<file path="config.mk">
export PLATFORM = sky130hd
export DESIGN_NAME = differential_drive_ramp_mixer
export DESIGN_NICKNAME = d
export VERILOG_FILES = /design/src/hw/rtl/ddrm_pkg.sv /design/src/hw/rtl/ddrm_ctrl.sv /design/src/hw/rtl/ddrm_datapath.sv /design/src/hw/rtl/differential_drive_ramp_mixer.sv
export SDC_FILE = /design/constraint.sdc
export NUM_CORES = 1
export LEC_CHECK = 0
export BUFFER_PORTS_ARGS = -buffer_cell sky130_fd_sc_hd__buf_2
export CAP_MARGIN = 25
export CORE_MARGIN = 2
export CORE_UTILIZATION = 68
export DETAILED_ROUTE_END_ITERATION = 10
export GPL_ROUTABILITY_DRIVEN = 0
export GPL_TIMING_DRIVEN = 0
export PLACE_DENSITY = 0.87
export SLEW_MARGIN = 40
export SYNTH_ARGS = -nofsm -noshare
export SYNTH_HDL_FRONTEND = slang
export SYNTH_HIERARCHICAL = 1
export SYNTH_SLANG_ARGS = --single-unit
</file>
<file path="constraint.sdc">
create_clock -name aclk -period 16.64 [get_ports aclk]
set_clock_uncertainty 0.2 [all_clocks]
set_input_delay 4.16 -clock aclk [delete_from_list [all_inputs] [get_ports aclk]]
set_output_delay 4.16 -clock aclk [all_outputs]
set_load 0.01 [all_outputs]
</file>
<file path="src/hw/rtl/ddrm_pkg.sv">
// ----------------------------------------------------------------------------
// ddrm_pkg
// shared types, widths and codes of the ramp mixer
// ----------------------------------------------------------------------------
`default_nettype none

package ddrm_pkg;

    localparam int unsigned CODE_W     = 5;
    localparam int unsigned TIME_W     = 32;
    localparam int unsigned DRIVE_W    = 8;
    localparam int unsigned SPEED_W    = 9;
    localparam int unsigned LEVEL_W    = 7;
    localparam int unsigned FRAC_W     = 8;
    localparam int unsigned GAIN_W     = 9;
    localparam int unsigned INTERVAL_W = 16;
    localparam int unsigned CFG_IDX_W  = 3;
    localparam int unsigned CFG_DATA_W = 16;
    localparam int unsigned Q_SHIFT    = 8;
    localparam int unsigned BASE_W     = LEVEL_W + GAIN_W - Q_SHIFT;

    localparam logic [GAIN_W-1:0]            TURN_SCALE_Q8    = 9'd256;
    localparam logic [INTERVAL_W-1:0]        STOP_INTERVAL_MS = 16'd20;
    localparam logic signed [SPEED_W-1:0]    BACKWARD_TARGET  = -9'sd20;
    localparam logic [DRIVE_W-2:0]           DRIVE_MAX        = '1;

    typedef logic [CODE_W-1:0] code_t;

    localparam code_t CMD_LEVEL_SLOW   = 5'd1;
    localparam code_t CMD_LEVEL_MEDIUM = 5'd2;
    localparam code_t CMD_LEVEL_FAST   = 5'd3;
    localparam code_t CMD_FORWARD      = 5'd4;
    localparam code_t CMD_BACKWARD     = 5'd5;
    localparam code_t CMD_STOP         = 5'd6;
    localparam code_t CMD_LEFT_ONE     = 5'd11;
    localparam code_t CMD_LEFT_TWO     = 5'd12;
    localparam code_t CMD_LEFT_THREE   = 5'd13;
    localparam code_t CMD_RIGHT_ONE    = 5'd14;
    localparam code_t CMD_RIGHT_TWO    = 5'd15;
    localparam code_t CMD_RIGHT_THREE  = 5'd16;

    typedef logic [CFG_IDX_W-1:0] cfg_idx_t;

    localparam cfg_idx_t REG_LEVEL_SLOW    = 3'd0;
    localparam cfg_idx_t REG_LEVEL_MEDIUM  = 3'd1;
    localparam cfg_idx_t REG_LEVEL_FAST    = 3'd2;
    localparam cfg_idx_t REG_TURN_ONE      = 3'd3;
    localparam cfg_idx_t REG_TURN_TWO      = 3'd4;
    localparam cfg_idx_t REG_TURN_THREE    = 3'd5;
    localparam cfg_idx_t REG_TRIM_GAIN     = 3'd6;
    localparam cfg_idx_t REG_MOVE_INTERVAL = 3'd7;

    typedef enum logic [1:0] {
        LEVEL_SLOW,
        LEVEL_MEDIUM,
        LEVEL_FAST
    } level_t;

    typedef enum logic [2:0] {
        ST_IDLE,
        ST_EVAL,
        ST_DIFF,
        ST_STEP,
        ST_TRIM
    } ctrl_state_t;

    typedef struct packed {
        logic capture;
        logic eval;
        logic diff;
        logic step;
        logic load;
    } dp_cmd_t;

    typedef struct packed {
        logic fire;
        logic emit;
    } dp_status_t;

endpackage

`default_nettype wire

</file>
<file path="src/hw/rtl/ddrm_ctrl.sv">
// ----------------------------------------------------------------------------
// ddrm_ctrl
// sequencer of the ramp mixer and output valid tracking
// ----------------------------------------------------------------------------
`default_nettype none

module ddrm_ctrl (
    input  logic                 aclk,
    input  logic                 aresetn,
    input  logic                 s_valid,
    output logic                 s_ready,
    output logic                 m_valid,
    input  logic                 m_ready,
    output ddrm_pkg::dp_cmd_t    cmd,
    input  ddrm_pkg::dp_status_t status
);
    import ddrm_pkg::*;

    ctrl_state_t state_reg, state_next;
    logic        m_valid_reg, m_valid_next;

    always_ff @(posedge aclk) begin
        if (!aresetn) begin
            state_reg   <= ST_IDLE;
            m_valid_reg <= 1'b0;
        end else begin
            state_reg   <= state_next;
            m_valid_reg <= m_valid_next;
        end
    end

    always_comb begin
        cmd        = '0;
        state_next = state_reg;
        unique case (state_reg)
            ST_IDLE: begin
                if (s_valid) begin
                    cmd.capture = 1'b1;
                    state_next  = ST_EVAL;
                end
            end
            ST_EVAL: begin
                cmd.eval   = 1'b1;
                state_next = status.emit ? ST_DIFF : ST_IDLE;
            end
            ST_DIFF: begin
                cmd.diff   = 1'b1;
                state_next = ST_STEP;
            end
            ST_STEP: begin
                cmd.step   = 1'b1;
                state_next = ST_TRIM;
            end
            ST_TRIM: begin
                // wait here while the output register holds a result that m_ready does not take
                if (!m_valid_reg || m_ready) begin
                    cmd.load   = 1'b1;
                    state_next = ST_IDLE;
                end
            end
            default: state_next = ST_IDLE;
        endcase
    end

    always_comb begin
        if (cmd.load) begin
            m_valid_next = 1'b1;
        end else if (m_ready) begin
            m_valid_next = 1'b0;
        end else begin
            m_valid_next = m_valid_reg;
        end
    end

    assign s_ready = (state_reg == ST_IDLE);
    assign m_valid = m_valid_reg;

endmodule

`default_nettype wire

</file>
<file path="src/hw/rtl/ddrm_datapath.sv">
// ----------------------------------------------------------------------------
// ddrm_datapath
// config registers, ramp state, turn mixing and trim multiply
// ----------------------------------------------------------------------------
`default_nettype none

module ddrm_datapath (
    input  logic                                  aclk,
    input  logic                                  aresetn,
    input  ddrm_pkg::dp_cmd_t                     cmd,
    output ddrm_pkg::dp_status_t                  status,
    input  ddrm_pkg::code_t                       s_command_code,
    input  logic [ddrm_pkg::TIME_W-1:0]           s_now_ms,
    input  logic                                  cfg_wr_en,
    input  ddrm_pkg::cfg_idx_t                    cfg_index,
    input  logic [ddrm_pkg::CFG_DATA_W-1:0]       cfg_wdata,
    output logic signed [ddrm_pkg::DRIVE_W-1:0]   m_left_drive,
    output logic signed [ddrm_pkg::DRIVE_W-1:0]   m_right_drive
);
    import ddrm_pkg::*;

    function automatic logic signed [SPEED_W-1:0] step_toward(
        input logic signed [SPEED_W-1:0] s,
        input logic signed [SPEED_W-1:0] t
    );
        if (s > t) begin
            step_toward = s - 9'sd1;
        end else if (s < t) begin
            step_toward = s + 9'sd1;
        end else begin
            step_toward = s;
        end
    endfunction

    function automatic logic [SPEED_W-1:0] magnitude(input logic signed [SPEED_W-1:0] s);
        logic signed [SPEED_W-1:0] neg;
        neg = -s;
        magnitude = s[SPEED_W-1] ? neg : s;
    endfunction

    function automatic logic signed [DRIVE_W-1:0] to_drive(
        input logic               neg,
        input logic [SPEED_W-1:0] mag
    );
        logic [DRIVE_W-2:0] m;
        logic signed [DRIVE_W-1:0] pos;
        m   = (mag > SPEED_W'(DRIVE_MAX)) ? DRIVE_MAX : mag[DRIVE_W-2:0];
        pos = $signed({1'b0, m});
        to_drive = neg ? -pos : pos;
    endfunction

    // configuration
    logic [LEVEL_W-1:0]    level_slow_reg, level_medium_reg, level_fast_reg;
    logic [FRAC_W-1:0]     turn_one_reg, turn_two_reg, turn_three_reg;
    logic [GAIN_W-1:0]     trim_gain_reg;
    logic [INTERVAL_W-1:0] move_interval_reg;

    // item and ramp state
    code_t                     code_reg;
    logic [TIME_W-1:0]         now_reg;
    level_t                    level_reg, level_next;
    code_t                     dir_reg, dir_next;
    logic signed [SPEED_W-1:0] left_speed_reg, right_speed_reg;
    logic [TIME_W-1:0]         last_update_reg;
    logic [BASE_W-1:0]         base_reg, diff_reg;
    logic signed [DRIVE_W-1:0] left_out_reg, right_out_reg;

    // eval stage
    logic                         moving, due, at_rest;
    logic [INTERVAL_W-1:0]        interval;
    logic [TIME_W-1:0]            elapsed;
    logic [LEVEL_W-1:0]           level_val_next, level_val;
    logic [LEVEL_W+GAIN_W-1:0]    base_prod;

    // diff stage
    logic [FRAC_W-1:0]            frac;
    logic [BASE_W+FRAC_W-1:0]     diff_prod;

    // step stage
    logic [BASE_W:0]              hi_sum;
    logic [BASE_W-1:0]            hi_val, lo_val;
    logic signed [SPEED_W-1:0]    left_tgt, right_tgt;

    // trim stage
    logic                         trim_left, trim_right;
    logic [SPEED_W-1:0]           left_mag, right_mag, trim_in;
    logic [SPEED_W+GAIN_W-1:0]    trim_prod;
    logic [SPEED_W-1:0]           trim_mag, left_val, right_val;

    always_ff @(posedge aclk) begin
        if (!aresetn) begin
            level_slow_reg    <= 7'd32;
            level_medium_reg  <= 7'd64;
            level_fast_reg    <= 7'd96;
            turn_one_reg      <= 8'd64;
            turn_two_reg      <= 8'd128;
            turn_three_reg    <= 8'd192;
            trim_gain_reg     <= 9'd256;
            move_interval_reg <= 16'd20;
        end else if (cfg_wr_en) begin
            unique case (cfg_index)
                REG_LEVEL_SLOW:    level_slow_reg    <= cfg_wdata[LEVEL_W-1:0];
                REG_LEVEL_MEDIUM:  level_medium_reg  <= cfg_wdata[LEVEL_W-1:0];
                REG_LEVEL_FAST:    level_fast_reg    <= cfg_wdata[LEVEL_W-1:0];
                REG_TURN_ONE:      turn_one_reg      <= cfg_wdata[FRAC_W-1:0];
                REG_TURN_TWO:      turn_two_reg      <= cfg_wdata[FRAC_W-1:0];
                REG_TURN_THREE:    turn_three_reg    <= cfg_wdata[FRAC_W-1:0];
                REG_TRIM_GAIN:     trim_gain_reg     <= cfg_wdata[GAIN_W-1:0];
                REG_MOVE_INTERVAL: move_interval_reg <= cfg_wdata[INTERVAL_W-1:0];
                default: ;
            endcase
        end
    end

    // level and direction latch
    always_comb begin
        unique case (code_reg)
            CMD_LEVEL_SLOW:   level_next = LEVEL_SLOW;
            CMD_LEVEL_MEDIUM: level_next = LEVEL_MEDIUM;
            CMD_LEVEL_FAST:   level_next = LEVEL_FAST;
            default:          level_next = level_reg;
        endcase
        unique case (code_reg) inside
            [CMD_FORWARD:CMD_RIGHT_THREE]: dir_next = code_reg;
            default:                       dir_next = dir_reg;
        endcase
        unique case (dir_next) inside
            CMD_FORWARD, CMD_BACKWARD, CMD_STOP,
            [CMD_LEFT_ONE:CMD_RIGHT_THREE]: moving = 1'b1;
            default:                        moving = 1'b0;
        endcase
    end

    always_comb begin
        unique case (level_next)
            LEVEL_SLOW:   level_val_next = level_slow_reg;
            LEVEL_MEDIUM: level_val_next = level_medium_reg;
            default:      level_val_next = level_fast_reg;
        endcase
        unique case (level_reg)
            LEVEL_SLOW:   level_val = level_slow_reg;
            LEVEL_MEDIUM: level_val = level_medium_reg;
            default:      level_val = level_fast_reg;
        endcase
    end

    assign interval  = (dir_next == CMD_STOP) ? STOP_INTERVAL_MS : move_interval_reg;
    assign elapsed   = now_reg - last_update_reg;
    assign due       = elapsed > TIME_W'(interval);
    assign at_rest   = (left_speed_reg == '0) && (right_speed_reg == '0);
    assign base_prod = (LEVEL_W+GAIN_W)'(level_val_next) * (LEVEL_W+GAIN_W)'(TURN_SCALE_Q8);

    assign status.fire = moving && due;
    assign status.emit = moving && due && !((dir_next == CMD_STOP) && at_rest);

    // turn differential
    always_comb begin
        unique case (dir_reg) inside
            CMD_LEFT_ONE, CMD_RIGHT_ONE: frac = turn_one_reg;
            CMD_LEFT_TWO, CMD_RIGHT_TWO: frac = turn_two_reg;
            default:                     frac = turn_three_reg;
        endcase
    end

    assign diff_prod = (BASE_W+FRAC_W)'(base_reg) * (BASE_W+FRAC_W)'(frac);

    // outer wheel target clamps at full scale, inner one never goes negative
    assign hi_sum = {1'b0, base_reg} + {1'b0, diff_reg};
    assign hi_val = hi_sum[BASE_W] ? '1 : hi_sum[BASE_W-1:0];
    assign lo_val = base_reg - diff_reg;

    always_comb begin
        unique case (dir_reg) inside
            CMD_FORWARD: begin
                left_tgt  = $signed({2'b00, level_val});
                right_tgt = $signed({2'b00, level_val});
            end
            CMD_BACKWARD: begin
                left_tgt  = BACKWARD_TARGET;
                right_tgt = BACKWARD_TARGET;
            end
            [CMD_LEFT_ONE:CMD_LEFT_THREE]: begin
                left_tgt  = $signed({1'b0, lo_val});
                right_tgt = $signed({1'b0, hi_val});
            end
            [CMD_RIGHT_ONE:CMD_RIGHT_THREE]: begin
                left_tgt  = $signed({1'b0, hi_val});
                right_tgt = $signed({1'b0, lo_val});
            end
            default: begin
                left_tgt  = '0;
                right_tgt = '0;
            end
        endcase
    end

    // one shared trim multiplier, at most one wheel is trimmed per direction
    always_comb begin
        unique case (dir_reg) inside
            CMD_BACKWARD: begin
                trim_left  = 1'b1;
                trim_right = 1'b0;
            end
            CMD_FORWARD, [CMD_LEFT_ONE:CMD_LEFT_THREE]: begin
                trim_left  = 1'b0;
                trim_right = 1'b1;
            end
            default: begin
                trim_left  = 1'b0;
                trim_right = 1'b0;
            end
        endcase
    end

    assign left_mag  = magnitude(left_speed_reg);
    assign right_mag = magnitude(right_speed_reg);
    assign trim_in   = trim_left ? left_mag : right_mag;
    assign trim_prod = (SPEED_W+GAIN_W)'(trim_in) * (SPEED_W+GAIN_W)'(trim_gain_reg);
    assign trim_mag  = trim_prod[Q_SHIFT +: SPEED_W];
    assign left_val  = trim_left ? trim_mag : left_mag;
    assign right_val = trim_right ? trim_mag : right_mag;

    always_ff @(posedge aclk) begin
        if (!aresetn) begin
            level_reg       <= LEVEL_SLOW;
            dir_reg         <= '0;
            left_speed_reg  <= '0;
            right_speed_reg <= '0;
            last_update_reg <= '0;
        end else begin
            if (cmd.eval) begin
                level_reg <= level_next;
                dir_reg   <= dir_next;
                if (status.fire) begin
                    last_update_reg <= now_reg;
                end
            end
            if (cmd.step) begin
                left_speed_reg  <= step_toward(left_speed_reg, left_tgt);
                right_speed_reg <= step_toward(right_speed_reg, right_tgt);
            end
        end
    end

    always_ff @(posedge aclk) begin
        if (cmd.capture) begin
            code_reg <= s_command_code;
            now_reg  <= s_now_ms;
        end
        if (cmd.eval) begin
            base_reg <= base_prod[Q_SHIFT +: BASE_W];
        end
        if (cmd.diff) begin
            diff_reg <= diff_prod[Q_SHIFT +: BASE_W];
        end
        if (cmd.load) begin
            left_out_reg  <= to_drive(left_speed_reg[SPEED_W-1], left_val);
            right_out_reg <= to_drive(right_speed_reg[SPEED_W-1], right_val);
        end
    end

    assign m_left_drive  = left_out_reg;
    assign m_right_drive = right_out_reg;

endmodule

`default_nettype wire

</file>
<file path="src/hw/rtl/differential_drive_ramp_mixer.sv">
// ----------------------------------------------------------------------------
// differential_drive_ramp_mixer
// slew limited two wheel drive mixer with per direction wheel trim
// order: a command that steps the ramp shows its drive pair after the four
//   step sequence (eval, turn multiply, ramp step, trim multiply) in the
//   controller; one that steps nothing frees the input after eval; no new
//   transfer is taken before the last one is through, trim may wait on m_ready
// reset: synchronous active low aresetn restores register defaults, slow
//   level, no latched motion, zero speeds and a zero update time
// ----------------------------------------------------------------------------
`default_nettype none

module differential_drive_ramp_mixer (
    input  logic                                  aclk,
    input  logic                                  aresetn,
    // command input
    input  logic                                  s_valid,
    output logic                                  s_ready,
    input  logic [ddrm_pkg::CODE_W-1:0]           s_command_code,
    input  logic [ddrm_pkg::TIME_W-1:0]           s_now_ms,
    // drive output
    output logic                                  m_valid,
    input  logic                                  m_ready,
    output logic signed [ddrm_pkg::DRIVE_W-1:0]   m_left_drive,
    output logic signed [ddrm_pkg::DRIVE_W-1:0]   m_right_drive,
    // register writes
    input  logic                                  cfg_wr_en,
    input  logic [ddrm_pkg::CFG_IDX_W-1:0]        cfg_index,
    input  logic [ddrm_pkg::CFG_DATA_W-1:0]       cfg_wdata
);
    import ddrm_pkg::*;

    // command and status between sequencer and datapath
    dp_cmd_t    cmd;
    dp_status_t status;

    // sequencer: takes one transfer in idle, then walks eval and, if it emits, diff, step and
    // trim; the output register decouples the last step from m_ready, so a
    // waiting result only holds the sequencer when a newer one is ready
    ddrm_ctrl u_ctrl (
        .aclk    (aclk),
        .aresetn (aresetn),
        .s_valid (s_valid),
        .s_ready (s_ready),
        .m_valid (m_valid),
        .m_ready (m_ready),
        .cmd     (cmd),
        .status  (status)
    );

    // datapath: register file, interval check, turn mixing, ramp speeds,
    // trim multiply and saturating drive output register
    ddrm_datapath u_datapath (
        .aclk           (aclk),
        .aresetn        (aresetn),
        .cmd            (cmd),
        .status         (status),
        .s_command_code (s_command_code),
        .s_now_ms       (s_now_ms),
        .cfg_wr_en      (cfg_wr_en),
        .cfg_index      (cfg_index),
        .cfg_wdata      (cfg_wdata),
        .m_left_drive   (m_left_drive),
        .m_right_drive  (m_right_drive)
    );

endmodule

`default_nettype wire

</file>
* Yosys cells after proc, flatten, opt, wreduce, memory -nomap -nowiden
Cells that the tools add are included.
** Storage, ports and cells
- Flip-flop bits (word level) :: 199
- Bits of input ports :: 61
- Output and inout bits :: 18
- Logic and storage cells :: 152
** Operators by class
- Add/subtract/negate cells :: 11
- Multiply operators :: 2
- Order comparisons :: 15
- Equal/unequal tests :: 27
- Multiplexer cells :: 38
- Reductions and logical operators :: 36
** Operators by type and width (count)
- 9-bit two-way mux :: 9
- 9-bit one-hot mux with 4 select lines :: 2
- 32-bit by 16-bit greater-than comparator with 1-bit output :: 1
- 32-bit subtractor :: 1
- 7-bit two-way mux :: 4
- 7-bit one-hot mux with 2 select lines :: 2
- 5-bit by 3-bit == test with 1-bit output, second input constant :: 5
- 2-bit AND reduction :: 12
- 5-bit by 4-bit == test with 1-bit output, second input constant :: 4
- 9-bit by 2-bit adder with 9-bit output, second input constant :: 2
- 9-bit by 7-bit greater-than comparator with 1-bit output, second input constant :: 2
- 9-bit greater-than comparator :: 2
- 9-bit logical NOT :: 2
- 9-bit < comparator :: 2
- 9-bit negation :: 2
- 9-bit by 2-bit subtractor with 9-bit output, second input constant :: 2
- 9-bit by 9-bit multiplier with 17-bit output :: 1
- 16-bit two-way mux :: 1
- 7-bit negation with 8-bit output :: 2
- 8-bit one-hot mux with 2 select lines :: 1
- 3-bit == test, second input constant :: 5
- 5-bit by 4-bit >= comparator with 1-bit output, second input constant :: 3
- 5-bit <= comparator, second input constant :: 3
- 7-bit by 8-bit multiplier with 15-bit output :: 1
- other kinds (26) :: 58

* Logic depth before layout (Yosys ltp)
Gate-level depths: netlist of run 1.
- Word-level depth :: 11
- Mapped depth :: 31
- Depth with buffers taken out :: 31

* By module
The synthesis of run 1 kept the hierarchy.
** Modules (own cells, without submodules)
- ddrm_datapath :: times used 1, cells an instance 1936, area an instance 16324.4 um^2, sequential area each 4554.4 um^2
- ddrm_ctrl :: times used 1, cells an instance 22, area an instance 215.2 um^2, sequential area each 80.1 um^2

* Worst setup path before layout of run 1
No wires, ideal clock.
- Path type :: reg2reg
- Start :: register u_datapath.dir_reg[3]
- End :: register u_datapath.left_out_reg[4], in the netlist u_datapath/m_left_drive[4], data pin
- Library setup time :: 0.257 ns
- Arrival time :: 7.148 ns
- Required time :: 16.183 ns
- Path slack :: 9.036 ns
- Cell stages (with the launch flop) :: 28
- Buffers on the path :: 2
- Period minus slack after synthesis :: 7.604 ns
- Path through :: dfxtp_1 -> or4b_1 -> buf_2 -> nor2_1 -> inv_2 -> clkbuf_1 -> mux2i_1 -> nand2_1 -> fa_1 -> inv_1 -> fa_1 -> fa_1 -> inv_1 -> fa_1 -> inv_1 -> ha_1 -> a21oi_1 -> o21bai_1 -> a221oi_1 -> o31ai_1 -> xnor2_1 -> a31oi_4 -> or2_2 -> inv_1 -> ha_1 -> or3b_1 -> mux2_2 -> o22a_1
** On the way
- Word-level cells in the longest chain between the ends :: 9
** RTL lines
- from (decl) :: line ddrm_datapath.sv:62 : code_t dir_reg, dir_next;
- from (signal assigned) :: line ddrm_datapath.sv:233 : dir_reg <= dir_next;
- 5-bit by 3-bit == test with 1-bit output (no line) *
- 1-bit two-way mux * :: line ddrm_datapath.sv:199 : unique case (dir_reg) inside
- 9-bit two-way mux :: line ddrm_datapath.sv:217 : assign trim_in = trim_left ? left_mag : right_mag;
- 9-bit by 9-bit multiplier with 17-bit output :: line ddrm_datapath.sv:218 : assign trim_prod = (SPEED_W+GAIN_W)'(trim_in) * (SPEED_W+GAIN_W)'(trim_gain_reg);
- 9-bit two-way mux * :: line ddrm_datapath.sv:220 : assign left_val = trim_left ? trim_mag : left_mag;
- 9-bit by 7-bit greater-than comparator with 1-bit output :: line ddrm_datapath.sv:47 : m = (mag > SPEED_W'(DRIVE_MAX)) ? DRIVE_MAX : mag[DRIVE_W-2:0];
- 7-bit two-way mux * :: line ddrm_datapath.sv:47
- 7-bit negation with 8-bit output :: line ddrm_datapath.sv:49 : to_drive = neg ? -pos : pos;
- 7-bit two-way mux * :: line ddrm_datapath.sv:49
- to (signal assigned) :: line ddrm_datapath.sv:257 : left_out_reg <= to_drive(left_speed_reg[SPEED_W-1], left_val);
- to (decl) :: line ddrm_datapath.sv:66 : logic signed [DRIVE_W-1:0] left_out_reg, right_out_reg;
Mark *: on every way between the ends. The rest lies on a longest branch, timed or not.
A chain may end at the register's enable or synchronous reset.

* Final worst setup path of run 1
Same ends and word-level chain as after synthesis.

==> results.yml, run 1 <==
power:
  combPwrFrac_pct: 24.2
  p_leak_nw: 7.88
  intPower_uw: 855
  power_density_nw_per_um2: 70.7
  ir_drop_mv: 0.0718
  seq_power_share_pct: 42.1
  swShare_pct: 32.7
  clockPowerShare_pct: 33.6
  switchingPower_uw: 415
cts:
  cts.sinks: 198
  ctsResizeCount: 0
  post_cts_buffers: 0
  clock_path_buffers: 2
  cts_tree: "done"
  cts_root_buf: "clkbuf_16"
  clkLatencyLatePin_ns: 0.45
  cts_buffers: 17
  cts.htree.levels: 4
  holdBufCountCts: 0
  cts.clk_slew.worst_paths_ns: 0.09
timing:
  layout_min_cycle_time_ns: 8.75
  tightest_slew_ns: 0.825
  fin_setup_tns_ns: 0
  maxSlewHeadroom_pct: 43.4
  fmax_mhz: 114
  rsz0062_at_grt: "no"
  setup_viol: 0
  fin_crit_sh_pct: 52.6
  drv_slew: 0
  hold_viol_final: 0
  fin_ws_ns: 7.89
placement:
  placed_cells: 2352
  hpwl_mm: 31.1
  dp_slack_ns: 7.96
  port_buffers: 69
synth:
  ys_warn_count: 6
  postSynthCellCount: 1958
  yosysUniqueCellTypes: 85
  synth_enable_flop_cells: 67
  synth_ff_type: "dfxtp_1"
  syn_area_per_cell_um2: 8.45
  synth_area_um2: 16500
  async_flop_share_pct: 0
  syn-num-nets: 2260
  synth-seq-cells: 198
  synth_sequential_area_ratio_pct: 28.0
floorplanning:
  ios: 79
  core_area_um2: 24100
  dieWidth_um: 160
  die_area_um2: 25600
  die_y_um: 160
  num_rows: 57
  initial_core_util_pct: 68.6
final_layout:
  layout.cells.most_common: "nand2_1"
  diodes: 0
  final_cells: 2384
  layout_common_cells: "nand2_1, inv_1, ha_1"
  layout-drive-gt1-share_pct: 7.48
  synthToLayoutAreaGrowth_pct: 8.58
  final_core_util_pct: 74.5
  fillers: 1747
  finalNetCount: 2349
drt:
  drc: 0
  dr_total_vias: 14608
  drt-wirelength-per-cell_um: 17.2
  drtAntennaViolNets: 0
  drt_iter0_markers: 1324
  wirelength_mm: 41.1
  viasPerCell: 6.13
  dr.pass1.iters: 6
setup_path:
  crit_path_start_kind: "register"
  setup.worst_path.class: "register to register"
  critical_path_arrival_ns: 8.76
  cp_max_fo: 10
  required_ns: 16.65
  end_kind: "register"
grt:
  track_usage_pct: 32.4
  grt_pass1_wl_mm: 67.7
  grt_max_degree: 27
  first_global_vias: 14294
  antenna_found_initial: 0
  overflow: 0
flow_run:
  cap_violations: 0
outcome:
  status: "finished clean"
worst_hold_path:
  min_path_type: "register to register"
kinds of logic (layout without fill, tap and decap cells):
family	Yosys count	after routing	share of synthesized area, %
fa+ha+maj	241	241	21.9
mux	84	84	5.17
compound gates	380	380	15.0
xor+xnor	77	77	4.12
buf+inv	244	346	5.67
flops	198	198	28.0
simple gates	734	734	20.1
power by group through the flow:
| stage | clock network (mW) | logic (mW) | registers, mW |
|---|---|---|---|
| floorplan | 0 | 0.225 | 0.541 |
| global placement | 0 | 0.277 | 0.545 |
| detailed placement | 0 | 0.295 | 0.546 |
| CTS | 0.429 | 0.301 | 0.535 |
| global route | 0.447 | 0.339 | 0.537 |
| finish | 0.427 | 0.308 | 0.535 |
Yosys cell counts (all sizes together), types with 4 or more instances:
cell type  number  area [um2]
and3           11        68.8
ha            160        2000
o31a            8        70.1
nor4            6        43.8
clkbuf         52         198
a21oi         147         736
nand2b         21         131
nand2         388        1460
dfxtp         131        2620
o2111ai         4        35.0
a21boi          7        56.3
edfxtp         67        2010
nand3b          7        52.6
or2             6        37.5
o211ai          7        52.6
nand4          23         144
a221oi         13         120
nor2          114         428
a211oi          9        67.6
mux2           12         135
o211a           7        70.1
nor3           17        85.1
and2           57         357
mux2i          72         721
xnor2          52         463
o21a           12        90.1
buf            21        97.6
nor2b          30         188
o21ai          58         290
o21bai         14         105
inv           170         638
a31o            4        35.0
nand3          33         165
o221ai          5        43.8
fa             81        1620
a31oi          10        77.6
and4            4        35.0
o22ai          10        68.8
a22oi           9        67.6
a21o           24         180
or3             5        31.3
xor2           25         219
critical path: stages (launching register included):
cell,delay [ns]
dfxtp_1,0.37
or4b_1,0.50
buf_2,0.18
nor2_1,0.30
clkbuf_1,0.47
nor2_1,0.10
a21oi_1,0.63
and2_1,0.26
fa_1,0.43
fa_1,0.53
fa_1,0.56
inv_1,0.06
fa_1,0.54
inv_1,0.05
ha_1,0.38
a21oi_1,0.23
o21bai_1,0.17
a221oi_1,0.32
o31ai_1,0.14
xnor2_1,0.46
a31oi_4,0.21
or2_2,0.36
inv_1,0.06
ha_1,0.16
or3b_1,0.39
mux2_2,0.28
o22a_1,0.19
path summary, 6_finish.rpt:
path | start | to | slack [ns] | cells after the start
setup / recovery | u_datapath/dir_reg[3] | u_datapath/m_left_drive[4] | 7.89 | 26
hold / removal | u_datapath/turn_three_reg[1] | u_datapath/turn_three_reg[1] | 0.26 | 2
setup reg to reg | u_datapath/dir_reg[3] | u_datapath/m_left_drive[4] | 7.89 | 26
hold reg to reg | u_datapath/turn_three_reg[1] | u_datapath/turn_three_reg[1] | 0.26 | 2
layer usage:
| layer | track usage, % | vias to the layer above | share of wire (%) |
|---|---|---|---|
| met5 | 0 | - | 0 |
| met4 | 16.4 | 0 | 4.4 |
| met3 | 4.65 | 133 | 6.5 |
| met2 | 57.0 | 658 | 49 |
| met1 | 38.8 | 6919 | 40 |
| li1 | - | 6898 | - |
final cells by class:
type	count	area (um2)	share of cell area, %
well taps	324	405	2.26
clock inverters	13	151	0.843
clock buffers	19	454	2.53
plain buffers	73	295	1.64
inverters	171	642	3.57
flip-flops and latches	198	4630	25.8
multi-input cells	1516	11000	61.3
repair buffers	70	373	2.08
metrics by stage:
stage | power [mW] | area [um2] | hold WS (ns)
final | 1.27 | 18000 | 0.260
after floorplan | 0.766 | 16500 | 0.232
after detailed placement | 0.841 | 17300 | 0.247
after global placement | 0.822 | 17300 | 0.242
after CTS | 1.26 | 17900 | 0.258
after global routing | 1.32 | 18000 | 0.277
No activity file was read; power rests on OpenSTA's default activity.
==> run 2, diff against run 1 <==
--- a/config.mk
+++ b/config.mk
@@ -8,11 +8,11 @@
 export BUFFER_PORTS_ARGS = -buffer_cell sky130_fd_sc_hd__buf_2
 export CAP_MARGIN = 25
 export CORE_MARGIN = 2
-export CORE_UTILIZATION = 68
+export CORE_UTILIZATION = 64
 export DETAILED_ROUTE_END_ITERATION = 10
 export GPL_ROUTABILITY_DRIVEN = 0
 export GPL_TIMING_DRIVEN = 0
-export PLACE_DENSITY = 0.87
+export PLACE_DENSITY = 0.83
 export SLEW_MARGIN = 40
 export SYNTH_ARGS = -nofsm -noshare
 export SYNTH_HDL_FRONTEND = slang
==> constraint.sdc (replaced) <==
create_clock -name aclk -period 8.8 [get_ports aclk]
set_clock_uncertainty 0.2 [all_clocks]
set_input_delay 2.2 -clock aclk [delete_from_list [all_inputs] [get_ports aclk]]
set_output_delay 2.2 -clock aclk [all_outputs]
set_load 0.01 [all_outputs]
==> run 2 against run 1 <==
Worst hold slack got worse by 0.0028 ns. Design area grew 0.35%. Sequential power increased by 89%. Global-route usage shrank 2.0 points. Clock power up 91%. Total power up 89%. Largest power group unchanged. Cell count increased by 0.21%. Flip-flop and latch count did not move.
==> results.yml, run 2 (synthesis results as in run 1) <==
cts:
  holdBufCountCts: 0
  cts.htree.levels: 4
  clkLatencyLatePin_ns: 0.44
  post_cts_buffers: 0
  cts_root_buf: "clkbuf_16"
  clock_path_buffers: 2
  cts_buffers: 17
  cts.clk_slew.worst_paths_ns: 0.08
  cts.sinks: 198
  ctsResizeCount: 0
  cts_tree: "done"
setup_path:
  cp_max_fo: 11
  cp_slowest_cell: "a21oi_1"
  setup.worst_path.class: "register to register"
  crit_path_start_kind: "register"
  critical_path_arrival_ns: 8.32
  required_ns: 8.80
  end_kind: "register"
  cpPeakStageDelay_ns: 0.76
grt:
  antenna_found_initial: 0
  grt_pass1_wl_mm: 66.2
  first_global_vias: 14005
  grt_max_degree: 23
  track_usage_pct: 30.4
  overflow: 0
timing:
  layout_min_cycle_time_ns: 8.33
  rsz0062_at_grt: "no"
  fin_setup_tns_ns: 0
  fin_ws_ns: 0.475
  maxSlewHeadroom_pct: 41.3
  drv_slew: 0
  fin_crit_sh_pct: 94.6
  setup_viol: 0
  tightest_slew_ns: 0.856
  fmax_mhz: 120
  hold_viol_final: 0
floorplanning:
  initial_core_util_pct: 65.5
  ios: 79
  die_y_um: 165
  die_area_um2: 27100
  num_rows: 58
  core_area_um2: 25300
  dieWidth_um: 165
final_layout:
  final_core_util_pct: 71.4
  layout_common_cells: "nand2_1, inv_1, ha_1"
  layout-drive-gt1-share_pct: 7.82
  synthToLayoutAreaGrowth_pct: 8.96
  diodes: 0
  fillers: 1947
  finalNetCount: 2348
  layout.cells.most_common: "nand2_1"
  final_cells: 2389
drt:
  viasPerCell: 6.07
  drtAntennaViolNets: 0
  drc: 0
  drt_iter0_markers: 1190
  wirelength_mm: 40.3
  drt-wirelength-per-cell_um: 16.9
  dr.pass1.iters: 6
  dr_total_vias: 14491
placement:
  placed_cells: 2358
  port_buffers: 69
  dp_slack_ns: 0.0784
  hpwl_mm: 31.2
outcome:
  status: "finished clean"
power:
  total_power_mw: 2.40
  p_leak_nw: 7.89
  ir_drop_mv: 0.135
  power_density_nw_per_um2: 133
worst_hold_path:
  min_path_type: "register to register"
flow_run:
  cap_violations: 0
-- run 2: cell types whose count changed in the layout (fill, tap and decap cells not counted), moves of 2 or more --
cell      delta
clkbuf_1     -2
a21oi_2      +2
clkinv_8     +3
inv_6        -2
a21oi_1      -2
-- run 2: cell type report --
| class | instances | area [um2] | share of cell area, % |
|---|---|---|---|
| plain buffers | 72 | 292 | 1.62 |
| clock buffers | 18 | 450 | 2.50 |
| clock inverters | 14 | 179 | 0.993 |
| inverters | 171 | 642 | 3.56 |
| multi-input cells | 1516 | 11000 | 61.3 |
| flip-flops and latches | 198 | 4630 | 25.7 |
| well taps | 330 | 413 | 2.29 |
| repair buffers | 70 | 373 | 2.07 |
-- run 2: routing by layer --
layer | up-vias | global-route usage (%) | part of all wire (%)
met2 | 508 | 53.8 | 50
met3 | 118 | 3.74 | 5.2
met1 | 6970 | 37.3 | 41
met5 | - | 0 | 0
met4 | 0 | 13.2 | 4.0
li1 | 6895 | - | -
-- run 2: worst max-delay path: cells and delay by family, from the launching register on --
kind	cells	cell delay [ns]
AO/OA/AOI/OAI	7	2.11
XOR/XNOR	1	0.30
AND/OR/NAND/NOR	5	1.68
buffers and inverters	7	0.88
adder cells (fa/ha/maj)	6	2.26
multiplexers	1	0.28
flip-flops	1	0.37
-- run 2: stage by stage --
step / hold slack [ns] / area, um2
floorplan: 0.232 / 16500
global placement: 0.240 / 17300
detailed placement: 0.250 / 17300
CTS: 0.261 / 18000
global route: 0.275 / 18000
finish: 0.257 / 18000
-- run 2: final timing paths --
check / slack (ns) / startpoint / to / cells after the start
hold / removal: 0.26 / u_datapath/move_interval_reg[9] / u_datapath/move_interval_reg[9] / 2
setup / recovery: 0.47 / u_datapath/dir_reg[3] / u_datapath/m_left_drive[4] / 27
hold reg to reg: 0.26 / u_datapath/move_interval_reg[9] / u_datapath/move_interval_reg[9] / 2
setup reg to reg: 0.47 / u_datapath/dir_reg[3] / u_datapath/m_left_drive[4] / 27
-- run 2: where the power goes --
group          total [mW]  switching (mW)  internal, mW
sequential           1.01          0.0288         0.984
clock               0.814           0.410         0.405
combinational       0.573           0.342         0.231
total                2.40           0.781          1.62
==> run 3, diff against run 2 <==
--- a/config.mk
+++ b/config.mk
@@ -8,11 +8,11 @@
 export BUFFER_PORTS_ARGS = -buffer_cell sky130_fd_sc_hd__buf_2
 export CAP_MARGIN = 25
 export CORE_MARGIN = 2
-export CORE_UTILIZATION = 64
+export CORE_UTILIZATION = 55
 export DETAILED_ROUTE_END_ITERATION = 10
 export GPL_ROUTABILITY_DRIVEN = 0
 export GPL_TIMING_DRIVEN = 0
-export PLACE_DENSITY = 0.83
+export PLACE_DENSITY = 0.73
 export SLEW_MARGIN = 40
 export SYNTH_ARGS = -nofsm -noshare
 export SYNTH_HDL_FRONTEND = slang
==> run 3 against run 2 <==
Die area up 16%. Non-clock buffer count unchanged. Combinational power down 1%. Sequential share of layout area about the same.
==> results.yml, run 3 (synthesis results as in run 1) <==
floorplanning:
  initial_core_util_pct: 55.8
  die_area_um2: 31500
  ios: 79
  die_y_um: 177
  core_area_um2: 29600
  dieWidth_um: 177
  num_rows: 63
setup_path:
  r2r_start: "u_datapath/dir_reg[3]"
  cp_max_fo: 11
  end_kind: "register"
  critical_path_arrival_ns: 8.26
  r2r_setup_slack_ns: 0.55
  required_ns: 8.80
  setup.worst_path.class: "register to register"
  crit_path_start_kind: "register"
  cp-startpoint: "u_datapath/dir_reg[3]"
outcome:
  status: "finished clean"
drt:
  drtAntennaViolNets: 0
  drt_iter0_markers: 857
  dr_total_vias: 13965
  dr.pass1.iters: 5
  viasPerCell: 5.70
  wirelength_mm: 39.3
  drt-wirelength-per-cell_um: 16.1
  drc: 0
power:
  clockPowerShare_pct: 32.3
  total_power_mw: 2.33
  power_density_nw_per_um2: 129
  intPower_mw: 1.60
  swShare_pct: 31.4
  seq_power_share_pct: 43.5
  switchingPower_uw: 731
  ir_drop_mv: 0.109
  combPwrFrac_pct: 24.2
  p_leak_nw: 7.88
grt:
  overflow: 0
  first_global_vias: 13584
  grt_pass1_wl_mm: 65.6
  antenna_found_initial: 0
  track_usage_pct: 25.8
  grt_max_degree: 26
cts:
  cts.htree.levels: 4
  cts_buffers: 17
  cts.sinks: 198
  cts_root_buf: "clkbuf_16"
  clkLatencyLatePin_ns: 0.44
  cts_tree: "done"
  clock_path_buffers: 2
  cts.clk_slew.worst_paths_ns: 0.08
timing:
  layout_min_cycle_time_ns: 8.25
  drv_slew: 0
  setup_viol: 0
  maxSlewHeadroom_pct: 41.7
  hold_viol_final: 0
  tightest_slew_ns: 0.850
  fin_crit_sh_pct: 93.8
  fmax_mhz: 121
final_layout:
  layout.cells.most_common: "nand2_1"
  layout-drive-gt1-share_pct: 7.87
  diodes: 0
  synthToLayoutAreaGrowth_pct: 9.15
  final_cells: 2449
  fillers: 2610
  multi_input_area_um2: 11100
  seq_area_um2: 4630
  finalNetCount: 2348
  layout_common_cells: "nand2_1, inv_1, ha_1"
placement:
  port_buffers: 69
  hpwl_mm: 31.3
  placed_cells: 2418
worst_hold_path:
  min_path_type: "register to register"
  hold_start: "u_datapath/turn_three_reg[2]"
flow_run:
  cap_violations: 0
-- run 3: path summary, 6_finish.rpt --
check	endpoint	depth (start not counted)
hold reg to reg	u_datapath/turn_three_reg[2]	2
hold / removal	u_datapath/turn_three_reg[2]	2
setup reg to reg	u_datapath/m_left_drive[4]	27
setup / recovery	u_datapath/m_left_drive[4]	27
-- run 3: what timing repair did --
item,CTS,global route
hold endpoints to repair,0,0
buffers inserted,0,0
hold buffers,0,0
setup endpoints to repair,0,5
gates resized for setup,0,13
-- run 3: cell type report --
cell class / count / share of cell area [%]
Tap cell: 390 / 2.70
Sequential cell: 198 / 25.7
Multi-Input combinational cell: 1516 / 61.2
Timing Repair Buffer: 70 / 2.07
Inverter: 171 / 3.56
Buffer: 72 / 1.63
Clock buffer: 18 / 2.49
Clock inverter: 14 / 0.651
-- run 3: power by group through the flow --
| stage | Combinational [mW] | Sequential, mW | Clock (mW) |
|---|---|---|---|
| final | 0.565 | 1.01 | 0.752 |
| after global placement | 0.532 | 1.03 | 0 |
| after detailed placement | 0.556 | 1.03 | 0 |
| after CTS | 0.561 | 1.01 | 0.769 |
| after floorplan | 0.425 | 1.02 | 0 |
| after global routing | 0.633 | 1.02 | 0.805 |
-- run 3: metal layers --
layer	part of all wire, %	up-vias	wire length, um	GRT usage (%)
met5	0	-	0	0
met1	46	6677	17900	33.9
met2	48	364	18900	44.6
li1	-	6877	-	-
met3	4.3	47	1710	3.30
met4	1.9	0	755	7.10
-- run 3: through the flow --
step / util (%) / setup slack (ns) / area, um2 / hold slack [ns] / setup TNS (ns)
floorplan: - / 1.20 / 16500 / 0.232 / 0
global placement: 58.6 / 0.157 / 17400 / 0.240 / 0
detailed placement: 58.8 / 0.0707 / 17400 / 0.248 / 0
CTS: 60.7 / 0.0255 / 18000 / 0.258 / 0
global route: 60.9 / -0.00383 / 18100 / 0.278 / -0.00383
finish: 60.9 / 0.545 / 18100 / 0.255 / 0
-- run 3: worst max-delay path, stage by stage (launching register included) --
cell and delay, ns:
dfxtp_1 0.37, or4b_1 0.51, buf_2 0.18, nor2_1 0.28
inv_2 0.19, clkbuf_2 0.31, mux2i_4 0.40, nand2_1 0.13
fa_1 0.56, inv_1 0.05, fa_1 0.46, fa_1 0.55
inv_1 0.06, fa_1 0.52, inv_1 0.04, ha_1 0.37
a21oi_1 0.21, o21bai_1 0.17, a221oi_1 0.34, o31ai_1 0.17
xnor2_2 0.33, a31oi_4 0.18, or2_2 0.34, inv_1 0.06
ha_1 0.17, or3b_1 0.39, mux2_2 0.28, o22a_1 0.18
